$ cat src/tlss_pkg.sv
// Shared types, constants and helper functions for the track loss and
// static target supervisor. No dependencies.
package tlss_pkg;

    localparam int COUNT_WIDTH_DEF = 10;
    localparam int LIMIT_W         = 10;
    localparam int COORD_W         = 17;
    localparam int SIZE_W          = 16;
    localparam int SCORE_W         = 16;
    localparam int QUEUE_DEPTH     = 2;

    localparam int S_TDATA_W  = 88;
    localparam int S_TUSER_W  = 2;
    localparam int M_TDATA_W  = 24;
    localparam int CFG_ADDR_W = 3;
    localparam int CFG_DATA_W = 16;

    localparam logic [CFG_ADDR_W-1:0] CFG_IDX_FILT_EN = 3'd0;
    localparam logic [CFG_ADDR_W-1:0] CFG_IDX_CTOL    = 3'd1;
    localparam logic [CFG_ADDR_W-1:0] CFG_IDX_STOL    = 3'd2;
    localparam logic [CFG_ADDR_W-1:0] CFG_IDX_SFL     = 3'd3;
    localparam logic [CFG_ADDR_W-1:0] CFG_IDX_RSL     = 3'd4;
    localparam logic [CFG_ADDR_W-1:0] CFG_IDX_ASL     = 3'd5;
    localparam logic [CFG_ADDR_W-1:0] CFG_IDX_MLF     = 3'd6;

    localparam logic [SIZE_W-1:0]  CTOL_RST = 16'd32;
    localparam logic [SIZE_W-1:0]  STOL_RST = 16'd32;
    localparam logic [LIMIT_W-1:0] SFL_RST  = 10'd30;
    localparam logic [SCORE_W-1:0] RSL_RST  = 16'd19661;
    localparam logic [SCORE_W-1:0] ASL_RST  = 16'd32768;
    localparam logic [LIMIT_W-1:0] MLF_RST  = 10'd10;

    typedef enum logic [1:0] {
        REQ_TRACK = 2'd0,
        REQ_CAND  = 2'd1,
        REQ_DET   = 2'd2,
        REQ_NONE  = 2'd3
    } req_kind_t;

    typedef struct packed {
        logic                filt_en;
        logic [SIZE_W-1:0]   ctol;
        logic [SIZE_W-1:0]   stol;
        logic [LIMIT_W-1:0]  sfl;
        logic [SCORE_W-1:0]  rsl;
        logic [SCORE_W-1:0]  asl;
        logic [LIMIT_W-1:0]  mlf;
    } cfg_t;

    typedef struct packed {
        logic signed [COORD_W-1:0] cx;
        logic signed [COORD_W-1:0] cy;
        logic [SIZE_W-1:0]         w;
        logic [SIZE_W-1:0]         h;
    } box_t;

    typedef struct packed {
        req_kind_t kind;
        box_t      box;
        logic      box_ok;
        logic      score_low;
        logic      score_act;
    } item_t;

    typedef struct packed {
        logic [LIMIT_W-1:0] loss_frames;
        logic               blocked_valid;
        logic               send_feedback;
        logic               blocked_match;
        logic               static_suspect;
        logic               is_tracked;
        logic               need_redetect;
        logic               tracking_active;
    } result_t;

    function automatic logic coord_near(logic signed [COORD_W-1:0] a,
                                        logic signed [COORD_W-1:0] b,
                                        logic [SIZE_W-1:0] tol);
        logic signed [COORD_W:0] d;
        logic [COORD_W:0]        m;
        d = {a[COORD_W-1], a} - {b[COORD_W-1], b};
        m = d[COORD_W] ? (~d + 1'b1) : d;
        return m <= {{(COORD_W+1-SIZE_W){1'b0}}, tol};
    endfunction

    function automatic logic size_near(logic [SIZE_W-1:0] a, logic [SIZE_W-1:0] b,
                                       logic [SIZE_W-1:0] tol);
        logic [SIZE_W:0] d;
        logic [SIZE_W:0] m;
        d = {1'b0, a} - {1'b0, b};
        m = d[SIZE_W] ? (~d + 1'b1) : d;
        return m <= {1'b0, tol};
    endfunction

    function automatic logic box_near(box_t ref_box, box_t cur, logic [SIZE_W-1:0] ctol,
                                      logic [SIZE_W-1:0] stol);
        return coord_near(cur.cx, ref_box.cx, ctol) && coord_near(cur.cy, ref_box.cy, ctol)
            && size_near(cur.w, ref_box.w, stol) && size_near(cur.h, ref_box.h, stol);
    endfunction

endpackage

$ cat src/tlss_front.sv
// Front end: unpacks the input transaction and classifies it.
// Depends on tlss_pkg.
module tlss_front
    import tlss_pkg::*;
(
    input  logic [S_TDATA_W-1:0] s_tdata,
    input  logic [S_TUSER_W-1:0] s_tuser,
    input  cfg_t                 cfg,
    output item_t                item
);

    logic [SCORE_W-1:0] score;

    assign score = s_tdata[81:66];

    always_comb begin
        item.kind       = req_kind_t'(s_tuser);
        item.box.cx     = s_tdata[16:0];
        item.box.cy     = s_tdata[33:17];
        item.box.w      = s_tdata[49:34];
        item.box.h      = s_tdata[65:50];
        item.box_ok     = (s_tdata[49:34] != '0) && (s_tdata[65:50] != '0);
        item.score_low  = score < cfg.rsl;
        item.score_act  = score >= cfg.asl;
    end

endmodule

$ cat src/tlss_queue.sv
// Short queue of classified items between front and back ends.
// Depends on tlss_pkg.
module tlss_queue
    import tlss_pkg::*;
#(
    parameter int DEPTH = QUEUE_DEPTH
) (
    input  logic  aclk,
    input  logic  aresetn,
    input  logic  push,
    input  item_t push_item,
    output logic  full,
    input  logic  pop,
    output logic  empty,
    output item_t pop_item
);

    localparam int PTR_W = (DEPTH > 1) ? $clog2(DEPTH) : 1;
    localparam int CNT_W = $clog2(DEPTH + 1);

    item_t              mem_reg [DEPTH];
    logic [PTR_W-1:0]   wr_ptr_reg, wr_ptr_next;
    logic [PTR_W-1:0]   rd_ptr_reg, rd_ptr_next;
    logic [CNT_W-1:0]   cnt_reg, cnt_next;
    logic               wr, rd;

    assign full     = cnt_reg == CNT_W'(DEPTH);
    assign empty    = cnt_reg == '0;
    assign wr       = push && !full;
    assign rd       = pop && !empty;
    assign pop_item = mem_reg[rd_ptr_reg];

    always_comb begin
        wr_ptr_next = wr_ptr_reg;
        rd_ptr_next = rd_ptr_reg;
        cnt_next    = cnt_reg;
        if (wr) begin
            wr_ptr_next = (wr_ptr_reg == PTR_W'(DEPTH - 1)) ? '0 : wr_ptr_reg + 1'b1;
        end
        if (rd) begin
            rd_ptr_next = (rd_ptr_reg == PTR_W'(DEPTH - 1)) ? '0 : rd_ptr_reg + 1'b1;
        end
        if (wr && !rd) begin
            cnt_next = cnt_reg + 1'b1;
        end else if (rd && !wr) begin
            cnt_next = cnt_reg - 1'b1;
        end
    end

    always_ff @(posedge aclk) begin
        if (!aresetn) begin
            wr_ptr_reg <= '0;
            rd_ptr_reg <= '0;
            cnt_reg    <= '0;
        end else begin
            wr_ptr_reg <= wr_ptr_next;
            rd_ptr_reg <= rd_ptr_next;
            cnt_reg    <= cnt_next;
        end
    end

    always_ff @(posedge aclk) begin
        if (wr) begin
            mem_reg[wr_ptr_reg] <= push_item;
        end
    end

endmodule

$ cat src/tlss_back.sv
// Back end: supervisor state update and the registered result stage.
// Depends on tlss_pkg.
module tlss_back
    import tlss_pkg::*;
#(
    parameter int COUNT_WIDTH = COUNT_WIDTH_DEF
) (
    input  logic                 aclk,
    input  logic                 aresetn,
    input  cfg_t                 cfg,
    input  logic                 q_empty,
    input  item_t                q_item,
    output logic                 q_pop,
    output logic                 m_tvalid,
    input  logic                 m_tready,
    output logic [M_TDATA_W-1:0] m_tdata
);

    localparam int CMP_W = (COUNT_WIDTH > LIMIT_W) ? COUNT_WIDTH : LIMIT_W;

    logic                   trk_reg, trk_next;
    logic [COUNT_WIDTH-1:0] loss_reg, loss_next;
    logic [COUNT_WIDTH-1:0] stab_reg, stab_next;
    logic                   lastv_reg, lastv_next;
    box_t                   last_reg, last_next;
    logic                   blkv_reg, blkv_next;
    box_t                   blk_reg, blk_next;
    logic                   reqs_reg, reqs_next;
    logic                   mvalid_reg, mvalid_next;
    result_t                res_reg, res_next;

    logic                   near_last, near_blk, st_run, suspect, drop_loss, need;
    logic [COUNT_WIDTH-1:0] stab_new, loss_new;
    logic [CMP_W-1:0]       loss_ext;

    assign q_pop    = !q_empty && (!mvalid_reg || m_tready);
    assign m_tvalid = mvalid_reg;
    assign m_tdata  = {{(M_TDATA_W - $bits(result_t)){1'b0}}, res_reg};

    assign near_last = box_near(last_reg, q_item.box, cfg.ctol, cfg.stol);
    assign near_blk  = box_near(blk_reg, q_item.box, cfg.ctol, cfg.stol);
    assign st_run    = cfg.filt_en && q_item.box_ok;

    always_comb begin
        if (near_last) begin
            stab_new = (stab_reg == '1) ? stab_reg : stab_reg + 1'b1;
        end else begin
            stab_new = '0;
        end
        if (q_item.score_low) begin
            loss_new = (loss_reg == '1) ? loss_reg : loss_reg + 1'b1;
        end else begin
            loss_new = '0;
        end
        suspect   = st_run && lastv_reg && (CMP_W'(stab_new) >= CMP_W'(cfg.sfl));
        drop_loss = CMP_W'(loss_new) >= CMP_W'(cfg.mlf);
        need      = drop_loss || suspect;
    end

    always_comb begin
        trk_next    = trk_reg;
        loss_next   = loss_reg;
        stab_next   = stab_reg;
        lastv_next  = lastv_reg;
        last_next   = last_reg;
        blkv_next   = blkv_reg;
        blk_next    = blk_reg;
        reqs_next   = reqs_reg;
        res_next    = '0;
        unique case (q_item.kind)
            REQ_TRACK: begin
                if (!trk_reg) begin
                    res_next.need_redetect = 1'b1;
                    if (!reqs_reg) begin
                        res_next.send_feedback = 1'b1;
                        reqs_next              = 1'b1;
                    end
                end else begin
                    reqs_next = 1'b0;
                    if (st_run) begin
                        last_next  = q_item.box;
                        lastv_next = 1'b1;
                        stab_next  = lastv_reg ? stab_new : '0;
                    end
                    loss_next = need ? '0 : loss_new;
                    trk_next  = !need;
                    if (suspect) begin
                        stab_next  = '0;
                        lastv_next = 1'b0;
                        blkv_next  = 1'b1;
                        blk_next   = q_item.box;
                    end
                    res_next.is_tracked      = !suspect;
                    res_next.static_suspect  = suspect;
                    res_next.need_redetect   = need;
                    res_next.send_feedback   = need;
                    res_next.tracking_active = !need && q_item.score_act;
                end
            end
            REQ_CAND: begin
                if (!trk_reg) begin
                    if (blkv_reg && near_blk) begin
                        res_next.blocked_match = 1'b1;
                    end else if (q_item.box_ok) begin
                        trk_next                 = 1'b1;
                        loss_next                = '0;
                        stab_next                = '0;
                        last_next                = q_item.box;
                        lastv_next               = 1'b1;
                        blkv_next                = 1'b0;
                        reqs_next                = 1'b0;
                        res_next.is_tracked      = 1'b1;
                        res_next.tracking_active = 1'b1;
                        res_next.send_feedback   = 1'b1;
                    end
                end
            end
            REQ_DET: begin
                if (trk_reg) begin
                    loss_next                = '0;
                    res_next.is_tracked      = 1'b1;
                    res_next.tracking_active = 1'b1;
                end
            end
            REQ_NONE: begin
            end
        endcase
        loss_ext               = CMP_W'(loss_next);
        res_next.blocked_valid = blkv_next;
        res_next.loss_frames   = loss_ext[LIMIT_W-1:0];
    end

    always_comb begin
        mvalid_next = mvalid_reg;
        if (q_pop) begin
            mvalid_next = 1'b1;
        end else if (m_tready) begin
            mvalid_next = 1'b0;
        end
    end

    always_ff @(posedge aclk) begin
        if (!aresetn) begin
            trk_reg    <= 1'b0;
            loss_reg   <= '0;
            stab_reg   <= '0;
            lastv_reg  <= 1'b0;
            last_reg   <= '0;
            blkv_reg   <= 1'b0;
            blk_reg    <= '0;
            reqs_reg   <= 1'b0;
            mvalid_reg <= 1'b0;
        end else begin
            mvalid_reg <= mvalid_next;
            if (q_pop) begin
                trk_reg   <= trk_next;
                loss_reg  <= loss_next;
                stab_reg  <= stab_next;
                lastv_reg <= lastv_next;
                last_reg  <= last_next;
                blkv_reg  <= blkv_next;
                blk_reg   <= blk_next;
                reqs_reg  <= reqs_next;
            end
        end
    end

    always_ff @(posedge aclk) begin
        if (q_pop) begin
            res_reg <= res_next;
        end
    end

endmodule

$ cat src/track_loss_and_static_target_supervisor_unit.sv
// Top level of the track loss and static target supervisor: configuration
// registers, front end, item queue and back end. Depends on tlss_pkg,
// tlss_front, tlss_queue and tlss_back.
//
// Takes one tracker or detector frame transaction per clock while the result
// side does not stall, and returns one result transaction for each. The front
// end classifies the frame into a two-entry queue; the back end pops it,
// updates the track, loss, static and blocked box state and registers the
// result, so the sustained rate is one transaction per cycle while m_tready is
// high. s_tready drops only when the queue is full while the result side
// stalls. Write configuration only while no transaction is in flight.
module track_loss_and_static_target_supervisor_unit
    import tlss_pkg::*;
#(
    parameter int COUNT_WIDTH = COUNT_WIDTH_DEF
) (
    input  logic                  aclk,
    input  logic                  aresetn,
    input  logic                  s_tvalid,
    output logic                  s_tready,
    // box_cx[16:0], box_cy[33:17], box_w[49:34], box_h[65:50], score[81:66]
    input  logic [S_TDATA_W-1:0]  s_tdata,
    // req_type[1:0]
    input  logic [S_TUSER_W-1:0]  s_tuser,
    output logic                  m_tvalid,
    input  logic                  m_tready,
    // tracking_active[0], need_redetect[1], is_tracked[2], static_suspect[3],
    // blocked_match[4], send_feedback[5], blocked_valid[6], loss_frames[16:7]
    output logic [M_TDATA_W-1:0]  m_tdata,
    input  logic                  cfg_wr_en,
    input  logic [CFG_ADDR_W-1:0] cfg_addr,
    input  logic [CFG_DATA_W-1:0] cfg_wdata
);

    cfg_t  cfg_reg;
    item_t f_item;
    item_t q_item;
    logic  q_full, q_empty, q_pop;

    always_ff @(posedge aclk) begin
        if (!aresetn) begin
            cfg_reg.filt_en <= 1'b0;
            cfg_reg.ctol    <= CTOL_RST;
            cfg_reg.stol    <= STOL_RST;
            cfg_reg.sfl     <= SFL_RST;
            cfg_reg.rsl     <= RSL_RST;
            cfg_reg.asl     <= ASL_RST;
            cfg_reg.mlf     <= MLF_RST;
        end else if (cfg_wr_en) begin
            unique case (cfg_addr)
                CFG_IDX_FILT_EN: cfg_reg.filt_en <= cfg_wdata[0];
                CFG_IDX_CTOL:    cfg_reg.ctol    <= cfg_wdata;
                CFG_IDX_STOL:    cfg_reg.stol    <= cfg_wdata;
                CFG_IDX_SFL:     cfg_reg.sfl     <= cfg_wdata[LIMIT_W-1:0];
                CFG_IDX_RSL:     cfg_reg.rsl     <= cfg_wdata;
                CFG_IDX_ASL:     cfg_reg.asl     <= cfg_wdata;
                CFG_IDX_MLF:     cfg_reg.mlf     <= cfg_wdata[LIMIT_W-1:0];
                default: begin
                end
            endcase
        end
    end

    assign s_tready = !q_full;

    tlss_front u_front (
        .s_tdata (s_tdata),
        .s_tuser (s_tuser),
        .cfg     (cfg_reg),
        .item    (f_item)
    );

    tlss_queue #(
        .DEPTH (QUEUE_DEPTH)
    ) u_queue (
        .aclk      (aclk),
        .aresetn   (aresetn),
        .push      (s_tvalid),
        .push_item (f_item),
        .full      (q_full),
        .pop       (q_pop),
        .empty     (q_empty),
        .pop_item  (q_item)
    );

    tlss_back #(
        .COUNT_WIDTH (COUNT_WIDTH)
    ) u_back (
        .aclk     (aclk),
        .aresetn  (aresetn),
        .cfg      (cfg_reg),
        .q_empty  (q_empty),
        .q_item   (q_item),
        .q_pop    (q_pop),
        .m_tvalid (m_tvalid),
        .m_tready (m_tready),
        .m_tdata  (m_tdata)
    );

endmodule
$ cat config.mk
export PLATFORM = sky130hd
export DESIGN_NAME = track_loss_and_static_target_supervisor_unit
export DESIGN_NICKNAME = d
export VERILOG_FILES = /design/src/tlss_pkg.sv /design/src/tlss_front.sv /design/src/tlss_queue.sv /design/src/tlss_back.sv /design/src/track_loss_and_static_target_supervisor_unit.sv
export SDC_FILE = /design/constraint.sdc
export NUM_CORES = 1
export LEC_CHECK = 0
export BUFFER_PORTS_ARGS = -buffer_cell sky130_fd_sc_hd__buf_2
export CORE_MARGIN = 2
export CORE_UTILIZATION = 57
export CTS_CLUSTER_SIZE = 20
export DETAILED_ROUTE_END_ITERATION = 10
export PLACE_DENSITY = 0.81
export SLEW_MARGIN = 20
export SYNTH_ARGS = -nofsm -noshare
export SYNTH_HDL_FRONTEND = slang
export SYNTH_SLANG_ARGS = --single-unit
$ cat constraint.sdc
create_clock -name aclk -period 12.9 [get_ports aclk]
set_clock_uncertainty 0.05 [all_clocks]
set_input_delay 1.29 -clock aclk [delete_from_list [all_inputs] [get_ports aclk]]
set_output_delay 1.29 -clock aclk [all_outputs]
set_load 0.05 [all_outputs]
==> flow_summary.yaml <==
run_status:
  outcome: "finished clean"
detailed_routing:
  postRouteAntennaNets: 0
  num_vias: 25400
  drtIter0Drc: 2152
  finalWirelength_um: 75020
  wl_per_cell_um: 17.80
  via_per_inst: 6.026
  drc: 0
  dr.pass1.iters: 6
final_layout:
  fillers: 4287
  finalInstanceArea_mm2: 0.03223
  area_delta_synth_final_pct: 8.942
  final_cell_count_no_fill: 4215
  ff_latch_area_mm2: 0.009723
  fin_util_pct: 62.82
  drive_gt1_share_pct: 9.230
  nets: 3941
  largest_register_ffs: 142
  multi_input_area_mm2: 0.01835
yosys:
  synth_area_mm2: 0.02958
  synth_top_family_by_area: "compound AO/OA/AOI/OAI gates"
  yosys-top-cells-count: "439 x nand2_1, 322 x ha_1, 282 x inv_1"
  synth_area_leaders: "dfxtp_1 17%, edfxtp_1 16%, ha_1 14%, nand2_1 5.6%, xnor2_1 3.8%"
  synth.most_common_cell: "nand2_1"
  ys_warn_count: 0
  synth_xor_area_share_pct: 5.833
  yosysTopAreaCellShare_pct: 16.72
  ys_ff_latch: 406
  synth_edf_count: 159
  synthDistinctLibCells: 89
  synth_top_cell_by_area: "dfxtp_1"
  syn_inst: 3419
  avgSynthCellArea_um2: 8.652
  synth_mux_area_share_pct: 5.067
  ys_seq_area_share_pct: 32.86
  async_flop_share_pct: 0
  synth_fa_ha_area_share_pct: 14.16
  synth_compound_area_share_pct: 19.76
  synth_simple_gate_area_share_pct: 16.97
  synth_ff_type: "dfxtp_1"
critical_path:
  end_kind: "flop"
  reg2regPathDepth: 35
  critPathMaxStageDelay_ns: 0.75
  cp.arrival_ns: 11.15
  path_max_fanout: 72
  worstSetupPathType: "reg2reg"
  slowest_stage: "o22ai_1"
  cpMostUsedCell: "a21o_1"
  startpoint_type: "flop"
  critPathRequiredTime_ns: 13.32
clocking:
  clock-root-buffer: "clkbuf_16"
  tritoncts: "yes"
  clk_pin_slew_ns: 0.06
  cts_resized: 0
  cts_setup_buffers: 0
  cts_htree_levels: 2
  cts.sink_count: 406
  hold_buffers: 0
  clock_latency_ns: 0.59
  clock_path_buffers: 3
  cts_buffers: 45
sta:
  max_freq_ghz: 0.09326
  relSlewSlack_pct: 23.35
  finalSetupViolCount: 0
  maxSlewViolCount: 0
  hold_viol: 0
  tightest_slew_ns: 1.150
  rsz0062_at_grt: "no"
  fin_crit_ns: 10.72
  finalSetupTns_ns: 0
  post-route-period-util_pct: 83.12
power_and_ir_drop:
  combPwrFrac_pct: 62.3
  ir_drop_mv: 0.1312
  clkPwrFrac_pct: 17.1
  p_switching_mw: 3.428
  p_int_mw: 4.200
  seqPwrFrac_pct: 20.7
  p_leak_nw: 12.72
  p_per_area_mw_per_mm2: 236.7
  swShare_pct: 44.93
global_routing:
  overflow: 0
  grt_max_degree: 92
  antenna_found_initial: 3
  grt_pass1_wl_um: 118500
  grtUsageTotal_pct: 27.24
  grt_pass1_vias: 22970
place:
  dp.cells: 4130
  dp_hpwl_um: 54490
  port_buffers: 126
  gp_congestion: 0.9178
  place_area_mm2: 0.03073
die:
  die_y_um: 231.8
  core_mm2: 0.05130
  pin_count: 140
  fp.dieArea_mm2: 0.05373
  start_util_pct: 57.66
  die_w_um: 231.8
  rows: 83
hold_path:
  worstHoldPathCells: 2
  holdCritPathClass: "reg2reg"
run:
  drv_cap: 0
==> cells in the final DEF (no fill, tap or decap), types with 48 or more instances in the layout <==
| cell | instances |
|---|---|
| xnor2_1 | 129 |
| buf_2 | 125 |
| inv_1 | 282 |
| xor2_1 | 68 |
| a21o_1 | 84 |
| nand3_1 | 63 |
| mux2i_1 | 80 |
| o21ai_0 | 142 |
| dfxtp_1 | 246 |
| nand2_1 | 438 |
| mux2_2 | 62 |
| nor2_1 | 236 |
| a21oi_1 | 208 |
| a211oi_1 | 107 |
| ha_1 | 322 |
| o211ai_1 | 48 |
| edfxtp_1 | 159 |
==> power by group through the flow <==
stage          logic (mW)  clock network [mW]  registers, mW
3_3_place_gp         4.52                   0           1.59
6_report             4.75                1.30           1.58
5_1_grt              5.28                1.37           1.59
3_5_place_dp         4.63                   0           1.60
2_1_floorplan        3.58                   0           1.66
4_1_cts              4.67                1.32           1.58
==> logic make-up (layout without fill, tap and decap cells) <==
kind of cell             Yosys count  count (layout)
multiplexers                     142             142
other                              1              10
adder cells (fa/ha/maj)          330             330
buffers and inverters            401             508
AND/OR/NAND/NOR                 1075            1075
XOR/XNOR                         197             197
flip-flops                       406             406
AO/OA/AOI/OAI                    867             867
==> per-stage QoR <==
stage	power (mW)	setup slack [ns]	hold WS [ns]
after floorplan	5.245	3.546	0.3863
after global placement	6.118	2.608	0.3923
after detailed placement	6.236	2.501	0.3965
after CTS	7.567	2.345	0.4049
after global routing	8.239	1.471	0.4177
final	7.628	2.177	0.4026
==> area by class of cell <==
cell class,instances,area share (%)
diodes,3,0.02330
clock buffers,58,3.836
clock inverters,24,0.7416
inverters,284,3.316
multi-input cells,2618,56.93
flip-flops and latches,406,30.17
well taps,680,2.640
repair buffers,142,2.337
==> path summary, 6_finish.rpt <==
| check | startpoint | end | slack, ns |
|---|---|---|---|
| worst max register to register | flop | u_back.blk_reg[2] | 2.18 |
| worst max-delay path | flop | u_back.blk_reg[2] | 2.18 |
| worst min register to register | cfg_reg[8] | cfg_reg[8] | 0.40 |
| worst min-delay path | cfg_reg[8] | cfg_reg[8] | 0.40 |
==> critical path, delay by kind of cell (launching register included) <==
kind,cells,cell delay [ns]
muxes,1,0.45
xor gates and xnor gates,1,0.21
DFF,1,0.68
adders and majority gates,3,0.88
and+or+nand+nor,9,2.42
AOI/OAI and AO/OA,18,4.52
buffers and inverters,3,1.31
==> routing by layer <==
metal  up-vias  track usage [%]  share of wire, %
li1      12510                -                 -
met1     11910            36.69                45
met2       820            45.12                46
met3       158            3.389               6.5
met4         0            9.395               3.0
met5         -                0                 0
Power figures use the tool's default switching activity.
